$ cat src/suart_pkg.sv
// Shared types and constants for the 8N1 UART core.
`timescale 1ns / 1ps

package suart_pkg;

   // Request kinds carried on req_tuser
   typedef enum logic [1:0] {
      REQ_TICK  = 2'd0,
      REQ_WRITE = 2'd1,
      REQ_READ  = 2'd2,
      REQ_FLUSH = 2'd3
   } req_kind_type;

   localparam int RX_BITS       = 8;
   localparam int TX_BITS       = 10;
   localparam int BIT_TICKS     = 3;   // ticks per bit
   localparam int RX_FIRST_WAIT = 4;   // start edge to center of data bit 0

   // Request presented to the receiver for one pipeline step
   typedef struct packed {
      logic go;       // a request moves into the result stage this cycle
      logic tick;
      logic read;
      logic flush;
      logic pin;
      logic enable;
   } rx_cmd_type;

   // Receiver side of the result, registered
   typedef struct packed {
      logic [7:0] rx_data;
      logic       rx_valid;
      logic       pending;
   } rx_stat_type;

endpackage

$ cat src/suart_rx.sv
// Receiver bit sampler and receive ring FIFO.
`timescale 1ns / 1ps

module suart_rx #(
   parameter int FIFO_DEPTH = 16
) (
   input  logic                   clock,
   input  logic                   reset,
   input  suart_pkg::rx_cmd_type  cmd,
   output suart_pkg::rx_stat_type stat
);
   import suart_pkg::*;

   localparam int PTR_W = (FIFO_DEPTH > 1) ? $clog2(FIFO_DEPTH) : 1;
   localparam logic [PTR_W-1:0] PTR_LAST = PTR_W'(FIFO_DEPTH - 1);

   logic [7:0]       mem [FIFO_DEPTH];

   logic [7:0]       shift_ff, shift_in;
   logic [7:0]       mask_ff, mask_in;
   logic [2:0]       cnt_ff, cnt_in;
   logic [3:0]       bits_ff, bits_in;
   logic             in_frame_ff, in_frame_in;
   logic             await_ff, await_in;
   logic [PTR_W-1:0] wp_ff, wp_in;
   logic [PTR_W-1:0] rp_ff, rp_in;
   logic             push;
   logic             pop;
   logic [2:0]       cnt_dec;
   logic [3:0]       bits_dec;
   rx_stat_type      stat_ff;

   function automatic logic [PTR_W-1:0] ptr_next(input logic [PTR_W-1:0] p);
      ptr_next = (p == PTR_LAST) ? '0 : p + 1'b1;
   endfunction

   assign cnt_dec  = cnt_ff - 3'd1;
   assign bits_dec = bits_ff - 4'd1;
   assign pop      = cmd.read && (rp_ff != wp_ff);

   always_comb begin
      shift_in    = shift_ff;
      mask_in     = mask_ff;
      cnt_in      = cnt_ff;
      bits_in     = bits_ff;
      in_frame_in = in_frame_ff;
      await_in    = await_ff;
      wp_in       = wp_ff;
      rp_in       = rp_ff;
      push        = 1'b0;
      if (cmd.tick && cmd.enable) begin
         if (await_ff) begin
            // stop bit is not checked, byte lands after one bit time
            cnt_in = cnt_dec;
            if (cnt_dec == 3'd0) begin
               await_in    = 1'b0;
               in_frame_in = 1'b0;
               push        = 1'b1;
               wp_in       = ptr_next(wp_ff);
            end
         end else if (!in_frame_ff) begin
            if (!cmd.pin) begin
               in_frame_in = 1'b1;
               shift_in    = '0;
               cnt_in      = 3'(RX_FIRST_WAIT);
               bits_in     = 4'(RX_BITS);
               mask_in     = 8'd1;
            end
         end else begin
            cnt_in = cnt_dec;
            if (cnt_dec == 3'd0) begin
               cnt_in = 3'(BIT_TICKS);
               if (cmd.pin) begin
                  shift_in = shift_ff | mask_ff;
               end
               mask_in = {mask_ff[6:0], 1'b0};
               bits_in = bits_dec;
               if (bits_dec == 4'd0) begin
                  await_in = 1'b1;
               end
            end
         end
      end
      if (pop) begin
         rp_in = ptr_next(rp_ff);
      end
      if (cmd.flush) begin
         wp_in = '0;
         rp_in = '0;
      end
   end

   always_ff @(posedge clock) begin
      if (reset) begin
         shift_ff    <= '0;
         mask_ff     <= 8'd1;
         cnt_ff      <= '0;
         bits_ff     <= '0;
         in_frame_ff <= 1'b0;
         await_ff    <= 1'b0;
         wp_ff       <= '0;
         rp_ff       <= '0;
      end else if (cmd.go) begin
         shift_ff    <= shift_in;
         mask_ff     <= mask_in;
         cnt_ff      <= cnt_in;
         bits_ff     <= bits_in;
         in_frame_ff <= in_frame_in;
         await_ff    <= await_in;
         wp_ff       <= wp_in;
         rp_ff       <= rp_in;
      end
   end

   // FIFO storage: one write port, registered read into the result
   always_ff @(posedge clock) begin
      if (cmd.go && push) begin
         mem[wp_ff] <= shift_ff;
      end
   end

   always_ff @(posedge clock) begin
      if (cmd.go) begin
         stat_ff.rx_data  <= pop ? mem[rp_ff] : 8'd0;
         stat_ff.rx_valid <= pop;
         stat_ff.pending  <= (rp_in != wp_in);
      end
   end

   assign stat = stat_ff;

endmodule

$ cat src/soft_uart_8n1_oversampled_core.sv
// Top level of the 8N1 UART core ticked at three times the baud rate.
`timescale 1ns / 1ps

// A request passes the input register, then the result register.
//   Throughput: one request per cycle, no bubbles, while rsp_tready is high.
// Reset (synchronous, active high) returns the line to idle high, clears the
//   transmitter, receiver and FIFO pointers and sets rx_enable to 1. FIFO
//   contents are not cleared; the pointers never expose an unwritten entry.

module soft_uart_8n1_oversampled_core #(
   parameter int FIFO_DEPTH = 16
) (
   input  logic                    clock,
   input  logic                    reset,
   // request channel
   input  logic                    req_tvalid,
   output logic                    req_tready,
   input  suart_pkg::req_kind_type req_tuser,   // [1:0] req_type
   input  logic [15:0]             req_tdata,   // [0] rx_pin, [8:1] tx_byte, rest 0
   // response channel
   output logic                    rsp_tvalid,
   input  logic                    rsp_tready,
   output logic [15:0]             rsp_tdata,   // [0] tx_pin, [1] tx_busy,
                                                // [2] write_accepted, [10:3] rx_byte,
                                                // [11] rx_byte_valid, [12] rx_pending
   // configuration
   input  logic                    csr_wr_en,
   input  logic                    csr_wr_data  // rx_enable
);
   import suart_pkg::*;

   // input register
   logic         in_valid_ff;
   req_kind_type in_kind_ff;
   logic         in_pin_ff;
   logic [7:0]   in_byte_ff;

   // response register
   logic         rsp_valid_ff, rsp_valid_in;
   logic         tx_pin_ff;
   logic         tx_busy_ff;
   logic         accepted_ff, accepted_in;

   // config
   logic         rx_enable_ff;

   // transmitter state
   logic [9:0]   tx_shift_ff, tx_shift_in;
   logic [1:0]   tx_cnt_ff, tx_cnt_in;
   logic [3:0]   tx_bits_ff, tx_bits_in;
   logic         tx_active_ff, tx_active_in;
   logic         tx_level_ff, tx_level_in;
   logic [1:0]   tx_cnt_dec;
   logic [3:0]   tx_bits_dec;

   logic         advance;
   rx_cmd_type   rx_cmd;
   rx_stat_type  rx_stat;

   // a request leaves the input register when the result slot is free
   assign advance      = in_valid_ff && (!rsp_valid_ff || rsp_tready);
   assign req_tready   = !in_valid_ff || advance;
   assign rsp_valid_in = advance ? 1'b1 : (rsp_tready ? 1'b0 : rsp_valid_ff);

   always_ff @(posedge clock) begin
      if (reset) begin
         in_valid_ff <= 1'b0;
      end else if (req_tready) begin
         in_valid_ff <= req_tvalid;
      end
   end

   always_ff @(posedge clock) begin
      if (req_tready && req_tvalid) begin
         in_kind_ff <= req_tuser;
         in_pin_ff  <= req_tdata[0];
         in_byte_ff <= req_tdata[8:1];
      end
   end

   always_ff @(posedge clock) begin
      if (reset) begin
         rx_enable_ff <= 1'b1;
      end else if (csr_wr_en) begin
         rx_enable_ff <= csr_wr_data;
      end
   end

   // Receiver steps on a tick alongside the transmitter; it is independent of it.
   assign rx_cmd.go     = advance;
   assign rx_cmd.tick   = (in_kind_ff == REQ_TICK);
   assign rx_cmd.read   = (in_kind_ff == REQ_READ);
   assign rx_cmd.flush  = (in_kind_ff == REQ_FLUSH);
   assign rx_cmd.pin    = in_pin_ff;
   assign rx_cmd.enable = rx_enable_ff;

   suart_rx #(
      .FIFO_DEPTH(FIFO_DEPTH)
   ) u_rx (
      .clock (clock),
      .reset (reset),
      .cmd   (rx_cmd),
      .stat  (rx_stat)
   );

   // Transmitter: start bit, 8 data bits LSB first, stop bit; the line
   // changes every third tick, the first change three ticks after the write.
   assign tx_cnt_dec  = tx_cnt_ff - 2'd1;
   assign tx_bits_dec = tx_bits_ff - 4'd1;

   always_comb begin
      tx_shift_in  = tx_shift_ff;
      tx_cnt_in    = tx_cnt_ff;
      tx_bits_in   = tx_bits_ff;
      tx_active_in = tx_active_ff;
      tx_level_in  = tx_level_ff;
      accepted_in  = 1'b0;
      unique case (in_kind_ff)
         REQ_TICK: begin
            if (tx_active_ff) begin
               tx_cnt_in = tx_cnt_dec;
               if (tx_cnt_dec == 2'd0) begin
                  tx_level_in = tx_shift_ff[0];
                  tx_shift_in = {1'b0, tx_shift_ff[9:1]};
                  tx_cnt_in   = 2'(BIT_TICKS);
                  tx_bits_in  = tx_bits_dec;
                  if (tx_bits_dec == 4'd0) begin
                     tx_active_in = 1'b0;
                  end
               end
            end
         end
         REQ_WRITE: begin
            // a write while a frame is in flight is dropped
            if (!tx_active_ff) begin
               tx_cnt_in    = 2'(BIT_TICKS);
               tx_bits_in   = 4'(TX_BITS);
               tx_shift_in  = {1'b1, in_byte_ff, 1'b0};
               tx_active_in = 1'b1;
               accepted_in  = 1'b1;
            end
         end
         REQ_READ, REQ_FLUSH: begin
         end
         default: begin
         end
      endcase
   end

   always_ff @(posedge clock) begin
      if (reset) begin
         tx_shift_ff  <= '1;
         tx_cnt_ff    <= 2'(BIT_TICKS);
         tx_bits_ff   <= '0;
         tx_active_ff <= 1'b0;
         tx_level_ff  <= 1'b1;
      end else if (advance) begin
         tx_shift_ff  <= tx_shift_in;
         tx_cnt_ff    <= tx_cnt_in;
         tx_bits_ff   <= tx_bits_in;
         tx_active_ff <= tx_active_in;
         tx_level_ff  <= tx_level_in;
      end
   end

   always_ff @(posedge clock) begin
      if (reset) begin
         rsp_valid_ff <= 1'b0;
      end else begin
         rsp_valid_ff <= rsp_valid_in;
      end
   end

   always_ff @(posedge clock) begin
      if (advance) begin
         tx_pin_ff   <= tx_level_in;
         tx_busy_ff  <= tx_active_in;
         accepted_ff <= accepted_in;
      end
   end

   assign rsp_tvalid = rsp_valid_ff;
   assign rsp_tdata  = {3'd0, rx_stat.pending, rx_stat.rx_valid, rx_stat.rx_data,
                        accepted_ff, tx_busy_ff, tx_pin_ff};

endmodule

$ cat config.mk
export PLATFORM = sky130hd
export DESIGN_NAME = soft_uart_8n1_oversampled_core
export DESIGN_NICKNAME = d
export VERILOG_FILES = /design/src/suart_pkg.sv /design/src/suart_rx.sv /design/src/soft_uart_8n1_oversampled_core.sv
export SDC_FILE = /design/constraint.sdc
export NUM_CORES = 1
export LEC_CHECK = 0
export BUFFER_PORTS_ARGS = -buffer_cell sky130_fd_sc_hd__buf_2
export CORE_AREA = 2 2 149 151
export CTS_BUF_LIST = sky130_fd_sc_hd__clkbuf_4 sky130_fd_sc_hd__clkbuf_8
export DETAILED_ROUTE_END_ITERATION = 10
export DIE_AREA = 0 0 151 153
export PLACE_DENSITY_LB_ADDON = 0.1
export RECOVER_POWER = 25
export SYNTH_ARGS = -nofsm -noshare
export SYNTH_HDL_FRONTEND = slang
export SYNTH_SLANG_ARGS = --single-unit
export TNS_END_PERCENT = 50
$ cat constraint.sdc
create_clock -name clock -period 4.3 [get_ports clock]
set_input_delay 0.86 -clock clock [delete_from_list [all_inputs] [get_ports clock]]
set_output_delay 0.86 -clock clock [all_outputs]
set_load 0.005 [all_outputs]
# Yosys cells after proc, flatten, opt, wreduce, memory -nomap -nowiden
# Memory sizes are Yosys's and may differ from the RTL's. A register that Yosys moved wholly into a read port is not among the register bits.
# Index checks and enable logic that the tools add are counted.
# word_totals
out_inout_bits	18
ramBits	128
memories	1
reg_bits	70
word_cells	130
# mem_list
name	depth	width	rd	rd_ports_with_merged_regs	wr	line	source
u_rx.mem	16	8	1	1	1	suart_rx.sv:17	logic [7:0] mem [FIFO_DEPTH];
# classes
mux	58
bitwise	2
n_addsub	6
eq_ne	15
n_reduce_logical	24
# op_table
operator	count
two-way mux 4 bit	14
two-way mux 8 bit	7
two-way mux 10 bit	3
two-way mux 1 bit	23
case mux 10 bit (2 select lines)	1
two-way mux 3 bit	4
inequality test 2 bit (second input constant)	6
AND reduction 5 bit	2
adder 4 x 1 -> 4 bit (second input constant)	2
equality test 4 bit (second input constant)	2
logical NOT 4 bit	2
inequality test 4 bit	2
OR 8 bit	1
case mux 4 bit (2 select lines)	1
subtractor 4 x 1 -> 4 bit (second input constant)	2
two-way mux 2 bit	3
AND reduction 3 bit	2
AND reduction 6 bit	1
logical AND 1 bit	5
equality test 2 bit (second input constant)	2
logical NOT 2 bit	2
case mux 2 bit (2 select lines)	1
AND reduction 4 bit	1
nonzero test 2 bit	2
other kinds (11)	14

# Depth between registers and ports, before layout
# Gate-level depths: netlist (run 1).
# depth
word_depth	8
ltp_mapped	9

# Cells and area by module
# A second synthesis (run 1) with hierarchy kept.
# unflattened
hier_cells	599
area_unflattened_um2	8613.3
# modules_own_cells
module	area_per_inst_um2	n_inst	cells_each
suart_rx	7046.8	1	449
soft_uart_8n1_oversampled_core	1566.5	1	150

# Least setup slack after synthesis (run 1)
# No wires, ideal clock.
# synth_timing
path_type	input -> register
startpoint	input port rsp_tready
endpoint	memory u_rx.mem[3][0], enable pin
required_time_ps	3917
arrival_ps	2185
setup_slack_ps	1732
cell_stages	6
path_cell_list	nand2b_1 -> nand2_1 -> clkbuf_1 -> nor2_1 -> nand2_1 -> nor3_1
# synth_between
elab_chain_len	5
# synth_rtl
element	line	source
from (decl)	soft_uart_8n1_oversampled_core.sv:22	input logic rsp_tready,
logical OR 1 bit	soft_uart_8n1_oversampled_core.sv:61	assign advance = in_valid_ff && (!rsp_valid_ff || rsp_tready);
logical AND 1 bit	soft_uart_8n1_oversampled_core.sv:61	
logical AND 1 bit	suart_rx.sv:117	if (cmd.go && push) begin
two-way mux 1 bit	suart_rx.sv:117	
two-way mux 1 bit (not written as such)	suart_rx.sv:118	mem[wp_ff] <= shift_ff;
to (decl)	suart_rx.sv:17	
# Every way passes these cells.

# Worst setup path after layout (run 1)
# layout_timing
startpoint	register u_rx.rp_ff[3]
endpoint	register u_rx.stat_ff, in the netlist u_rx.stat[0], data pin
# layout_between
elab_chain_len	5
# layout_rtl
element	line	source
from (decl)	suart_rx.sv:26	logic [PTR_W-1:0] rp_ff, rp_in;
from (signal assigned)	suart_rx.sv:111	rp_ff <= rp_in;
adder 4 x 1 -> 4 bit (tied with other cells)	suart_rx.sv:34	ptr_next = (p == PTR_LAST) ? '0 : p + 1'b1;
two-way mux 4 bit / logical AND 1 bit (equally long branches)	suart_rx.sv:34, suart_rx.sv:39	
two-way mux 4 bit (*)	suart_rx.sv:84	if (pop) begin
two-way mux 4 bit (*)	suart_rx.sv:87	if (cmd.flush) begin
inequality test 4 bit (*)	suart_rx.sv:126	stat_ff.pending <= (rp_in != wp_in);
to (decl)	suart_rx.sv:31	rx_stat_type stat_ff;
# Every way passes the cells marked *; elsewhere a longest branch is shown, timed or not.
# A chain may end at the register's enable or synchronous reset.

==> results of run 1 <==
[logic make-up after synthesis]
logic type                 after synthesis  share of synthesized area (%)
muxes                                   43                           11.0
AOI/OAI and AO/OA                       91                           7.59
adders and majority gates               11                           1.62
buffers and inverters                   53                           2.91
xor gates and xnor gates                13                           1.34
and+or+nand+nor                        163                           9.12
DFF                                    206                           66.4
other                                    1                         0.0441
[area by class of cell]
cell class                      instances  area [µm²]  area share, %
Sequential cell                       206        5650           58.9
Multi-Input combinational cell        324        2620           27.3
Clock buffer                           48         598           6.24
Tap cell                              280         350           3.65
Timing Repair Buffer                   41         230           2.40
Clock inverter                         14        83.8          0.875
Inverter                               16        60.1          0.627
[stage by stage]
| stage | worst slack, ns | util, % | std cells | instance area [µm²] |
|---|---|---|---|---|
| detailed placement | 1.19 | 41.4 | 867 | 8900 |
| floorplan | 1.73 | - | 583 | 8510 |
| CTS | 1.18 | 44.6 | 929 | 9590 |
| global placement | 1.25 | 41.4 | 867 | 8900 |
| finish | 1.23 | 44.6 | 929 | 9590 |
| global route | 1.04 | 44.6 | 929 | 9590 |
[how the worst max path moves through the flow]
stage                              from             end  slack [ns]  cells past startpoint
after floorplan              rsp_tready  u_rx.mem[3][0]        1.73                      6
after global placement    u_rx.rp_ff[3]    u_rx.stat[0]        1.25                      7
after detailed placement  u_rx.rp_ff[3]    u_rx.stat[0]        1.19                      7
after CTS                 u_rx.rp_ff[3]    u_rx.stat[0]        1.18                      7
after global routing      u_rx.rp_ff[3]    u_rx.stat[0]        1.04                      7
final                     u_rx.rp_ff[3]    u_rx.stat[0]        1.23                      7
[cell usage after synthesis, drive strengths merged (2+ instances only)]
library cell / count
xor2: 6
nand3b: 2
nand4: 2
mux4: 40
a21oi: 34
nand4b: 3
nand3: 5
o21bai: 2
or2: 2
nor2b: 6
buf: 15
and2: 10
mux2i: 2
nor2: 61
clkbuf: 22
nand2: 40
a21o: 3
a211oi: 5
xnor2: 7
o31a: 3
or3: 2
edfxtp: 152
a311oi: 3
and2b: 2
a211o: 13
nand2b: 6
a22oi: 5
nor3b: 2
nor3: 13
o22ai: 4
ha: 11
dfxtp: 54
nor4: 4
o21ai: 8
o41ai: 2
inv: 16
[registers in the layout (all words and copies together) (netlist names), 2 cells and up]
| name | flops |
|---|---|
| tx_bits_ff | 4 |
| in_byte_ff | 8 |
| tx_cnt_ff | 2 |
| u_rx.mask_ff | 8 |
| u_rx.rp_ff | 4 |
| u_rx.shift_ff | 8 |
| u_rx.wp_ff | 4 |
| u_rx.mem | 128 |
| in_kind_ff | 2 |
| tx_shift_ff | 10 |
| u_rx.stat | 10 |
| u_rx.cnt_ff | 3 |
| u_rx.bits_ff | 4 |
[power by group through the flow]
stage | logic (µW) | registers, µW | clock network (µW)
global placement | 161 | 2190 | 0
CTS | 163 | 2150 | 1760
global route | 179 | 2160 | 1840
detailed placement | 162 | 2200 | 0
floorplan | 128 | 2190 | 0
finish | 160 | 2150 | 1700
[cell usage in the layout, fill, tap and decap left out, drive strengths merged, types with 2 or more instances in the layout]
| master | n |
|---|---|
| nor2 | 61 |
| nand2 | 40 |
| mux4 | 40 |
| a22oi | 5 |
| nor4 | 4 |
| mux2i | 2 |
| ha | 11 |
| and2 | 10 |
| inv | 16 |
| dfxtp | 54 |
| a311oi | 3 |
| xor2 | 6 |
| a21o | 3 |
| xnor2 | 7 |
| o22ai | 4 |
| nand3 | 5 |
| nand4 | 2 |
| clkbuf | 48 |
| nor2b | 6 |
| a21oi | 34 |
| and2b | 2 |
| a211o | 13 |
| a211oi | 5 |
| nor3 | 13 |
| nand3b | 2 |
| nor3b | 2 |
| o41ai | 2 |
| o21ai | 8 |
| buf | 41 |
| conb | 3 |
| or3 | 2 |
| nand4b | 3 |
| clkinv | 13 |
| nand2b | 6 |
| o21bai | 2 |
| or2 | 2 |
| edfxtp | 152 |
| o31a | 3 |
[per-layer routing]
metal  up-vias  global-route usage [%]
li1       2288                       -
met1      2391                    22.2
met2        95                    22.9
met3        25                    3.28
met4         0                    4.45
met5         -                       0
==> impl_metrics.yaml, run 1 <==
yosys:
  synthCells: 581
  yosys-top-cells-area: "edfxtp_1, dfxtp_1, mux4_2"
  ys_ff_latch: 206
  async_flop_share_pct: 0
  synth.distinct_cells: 57
  syn_avg_cell_area_um2: 14.6
  synth_ff_type: "edfxtp_1"
  synth_area_um2: 8500
  ys_seq_area_share_pct: 66.4
  synth_top_area_cell: "edfxtp_1"
  synth_edf_count: 152
  ys_warn_count: 0
  synth_top_cell_area_share_pct: 53.7
drt:
  dr_wl_met3_um: 754
  viasPerCell: 5.17
  drc_errors: 0
  antenna_left: 0
  firstDrtPassIters: 4
  drt_wl_total_mm: 16.8
  wl_met2_mm: 7.73
  top_layer_used: "met4"
  wl_met1_mm: 8.03
  first_iter_violations: 312
  wire_per_inst_um: 18.1
  num_vias: 4799
cts:
  cts_sinks: 206
  cts_root_buf: "clkbuf_8"
  cts_hold_buf: 0
  clkTransAtPathRegs_ns: 0.06
  h-tree-depth: 2
  insertion_delay_ns: 0.50
  tritoncts: "yes"
  cts_buffers: 35
  cts_buffer_depth: 3
  cts_resized: 0
  post-cts-setup-buffers: 0
flow_run:
  maxCapViolations: 0
grt:
  grt_use_total_pct: 15.2
  grt_pass1_wl_mm: 26.9
  grt_max_degree: 44
  grt_pass1_vias: 4809
  grt.overflow.total: 0
  antenna_found_initial: 0
floorplan:
  die_y_um: 153
  ios: 42
  die_w_um: 151
  dieArea_um2: 23100
  fp-row-count: 54
  coreArea_um2: 21500
  start_util_pct: 39.6
timing:
  finalSetupViolations: 0
  fin_skew_ns: 0.0214
  grt_setup_unrepaired: "false"
  min_period_ns: 3.07
  slew_headroom_pct: 31.9
  hold_violations: 0
  max_freq_ghz: 0.326
  hold_slack_ns: 0.462
  drv_slew: 0
  tightest_slew_ns: 1.02
  finalCritPeriodShare_pct: 71.3
  tns_ns: 0
placed_design:
  routabilityCongestion: 0.765
  dp_hpwl_mm: 10.7
  io_buffers: 31
critical_path:
  r2r-start: "u_rx.rp_ff[3]"
  cp_cell_sequence: "xor2_1 > o41ai_2 > inv_1 > a221oi_2 > xnor2_1 > a21oi_1 > or3_1"
  ff2ff_setup_slack_ns: 1.23
  path_max_fanout: 13
  critPathTopFamily: "compound AO/OA/AOI/OAI gates"
  timing.rr.end: "u_rx.stat[0]"
  rr_worst_depth: 7
  startpoint_type: "flop"
  critPathMaxStageDelay_ns: 0.71
  path_buf_inv: 1
  endpoint_kind: "flop"
  crit_required_ns: 4.54
  cp_data_arrival_time_ns: 3.30
  worstSetupPathType: "flop to flop"
  crit_slowest_cell: "dfxtp_1"
pwr:
  swShare_pct: 21.1
  peakVddDrop_mv: 0.257
  clkPwrFrac_pct: 42.3
  p_total_uw: 4010
  p_leak_uw: 0.00337
  p_int_uw: 3160
  p_seq_share_pct: 53.7
  combPwrFrac_pct: 4.0
  power_density_nw_per_um2: 418
  power.switching_uw: 845
worst_hold_path:
  hp-class: "flop to flop"
  min_to: "tx_shift_ff[2]"
  whs_path_depth: 1
  min_from: "tx_shift_ff[2]"
finish:
  nNetsFinal: 659
  layout-drive-gt1-share_pct: 22.2
  diodes: 0
  areaGrowthSynthToFinish_pct: 12.7
  nFillCells: 1933
outcome:
  status: "completed"
(Power assumes the default switching activity.)
==> inputs of run 2 (changes only) <==
==> constraint.sdc (replaced) <==
create_clock -name clock -period 2.9 [get_ports clock]
set_input_delay 0.58 -clock clock [delete_from_list [all_inputs] [get_ports clock]]
set_output_delay 0.58 -clock clock [all_outputs]
set_load 0.005 [all_outputs]
==> impl_metrics.yaml, run 2 (synthesized netlist as in run 1, its figures left out) <==
drt:
  firstDrtPassIters: 4
  viasPerCell: 5.11
  wire_per_inst_um: 17.7
  first_iter_violations: 294
  antenna_left: 0
  num_vias: 4871
  drc_errors: 0
  drt_wl_total_mm: 16.8
cts:
  cts_root_buf: "clkbuf_8"
  cts_sinks: 206
  clkTransAtPathRegs_ns: 0.06
  cts_hold_buf: 0
  cts_buffer_depth: 3
  insertion_delay_ns: 0.52
  cts_buffers: 35
  cts_resized: 0
  post-cts-setup-buffers: 0
  tritoncts: "yes"
  h-tree-depth: 2
grt:
  grt_use_total_pct: 15.3
  grt_pass1_wl_mm: 27.2
  grt_pass1_vias: 4896
  antenna_found_initial: 0
  grt_max_degree: 39
  grt.overflow.total: 0
  use_met1_pct: 21.4
  grt_use_met3_pct: 3.58
  use_met2_pct: 23.9
  globalRoute.busiestLayer: "met2"
floorplan:
  die_y_um: 153
  coreArea_um2: 21500
  ios: 42
  die_w_um: 151
  dieArea_um2: 23100
  start_util_pct: 39.6
  fp-row-count: 54
worst_hold_path:
  hp-class: "input port to flop"
  min_from: "req_tuser[1]"
timing:
  finalCritPeriodShare_pct: 89.9
  tns_ns: 0
  finalSetupViolations: 0
  min_period_ns: 2.61
  max_freq_ghz: 0.384
  hold_violations: 0
  drv_slew: 0
  tightest_slew_ns: 1.32
  fin_skew_ns: 0.0313
  grt_setup_unrepaired: "false"
  slew_headroom_pct: 11.7
finish:
  areaGrowthSynthToFinish_pct: 15.2
  top_register: "u_rx.mem"
  final_common_cell: "edfxtp_1"
  layout_common_cells: "edfxtp_1, nor2_1, dfxtp_1, nand2_1, mux4_2"
  nNetsFinal: 681
  fin_util_pct: 45.6
  nFillCells: 1950
  final_cells: 953
  final_area_um2: 9790
  largest_reg_flops: 128
  diodes: 0
  layout-drive-gt1-share_pct: 25.4
critical_path:
  cp_data_arrival_time_ns: 2.86
  startpoint_type: "flop"
  crit_required_ns: 3.15
  path_buf_inv: 1
  r2r-start: "u_rx.cnt_ff[0]"
  endpoint_kind: "flop"
  worstSetupPathType: "flop to flop"
  path_max_fanout: 8
  cp_cell_sequence: "inv_1 > ha_1 > xor2_1 > and4b_1 > a41oi_4 > a311oi_2 > xnor2_1 > or3_1"
  crit_start: "u_rx.cnt_ff[0]"
  critPathMaxStageDelay_ns: 0.54
  crit_slowest_cell: "and4b_1"
  critPathTopFamily: "simple AND/OR/NAND/NOR gates"
pwr:
  power_density_nw_per_um2: 617
  p_leak_uw: 0.00350
  peakVddDrop_mv: 0.298
placed_design:
  dpl_cell_area_um2: 9080
  io_buffers: 31
  dpl.cell_count: 889
  routabilityCongestion: 0.781
  dp_hpwl_mm: 10.9
flow_run:
  maxCapViolations: 0
outcome:
  status: "completed"
[run 2: cell count changes in the layout (fill, tap and decap cells not counted), sizes merged]
| cell | before | now |
|---|---|---|
| buf | 41 | 62 |
| clkinv | 13 | 8 |
| inv | 16 | 17 |
| clkbuf | 48 | 53 |
| clkinvlp | 0 | 2 |
[run 2: power breakdown]
part / total, µW / switching [µW] / internal [µW] / leakage (µW)
logic: 243 / 136 / 107 / 0.00114
registers: 3190 / 22.4 / 3170 / 0.00199
clock network: 2610 / 1120 / 1480 / 0.000376
[run 2: worst paths after layout]
kind	to	slack (ns)	depth (start not counted)
setup / recovery	u_rx.stat[0]	0.29	8
setup reg to reg	u_rx.stat[0]	0.29	8
hold reg to reg	tx_shift_ff[6]	0.46	1
hold / removal	in_kind_ff[1]	0.24	1
[run 2: through the flow]
step	power (µW)	setup WS, ns	hold slack, ns
after CTS	6140	0.307	0.213
after floorplan	3430	0.582	0.430
after detailed placement	3500	0.342	0.449
final	6040	0.293	0.240
after global routing	6310	0.108	0.206
after global placement	3490	0.348	0.444
[run 2: layout make-up]
cell class / count / area, µm² / share of cell area [%]
sequential: 206 / 5650 / 57.7
multi-input combinational: 324 / 2620 / 26.7
clock buffer: 52 / 628 / 6.41
timing repair buffer: 63 / 404 / 4.13
tap: 280 / 350 / 3.58
clock inverter: 12 / 87.6 / 0.894
inverter: 16 / 60.1 / 0.613
[run 2: worst register-to-register path, cell delays in order (launching register included)]
cell      delay, ns
dfxtp_1        0.36
inv_1          0.07
ha_1           0.23
xor2_1         0.16
and4b_1        0.54
a41oi_4        0.16
a311oi_2       0.35
xnor2_1        0.11
or3_1          0.38
[run 2: per-layer routing]
layer | vias up | share of wire, %
met5 | - | 0
li1 | 2330 | -
met2 | 92 | 47
met4 | 0 | 2.2
met1 | 2412 | 46
met3 | 37 | 4.5
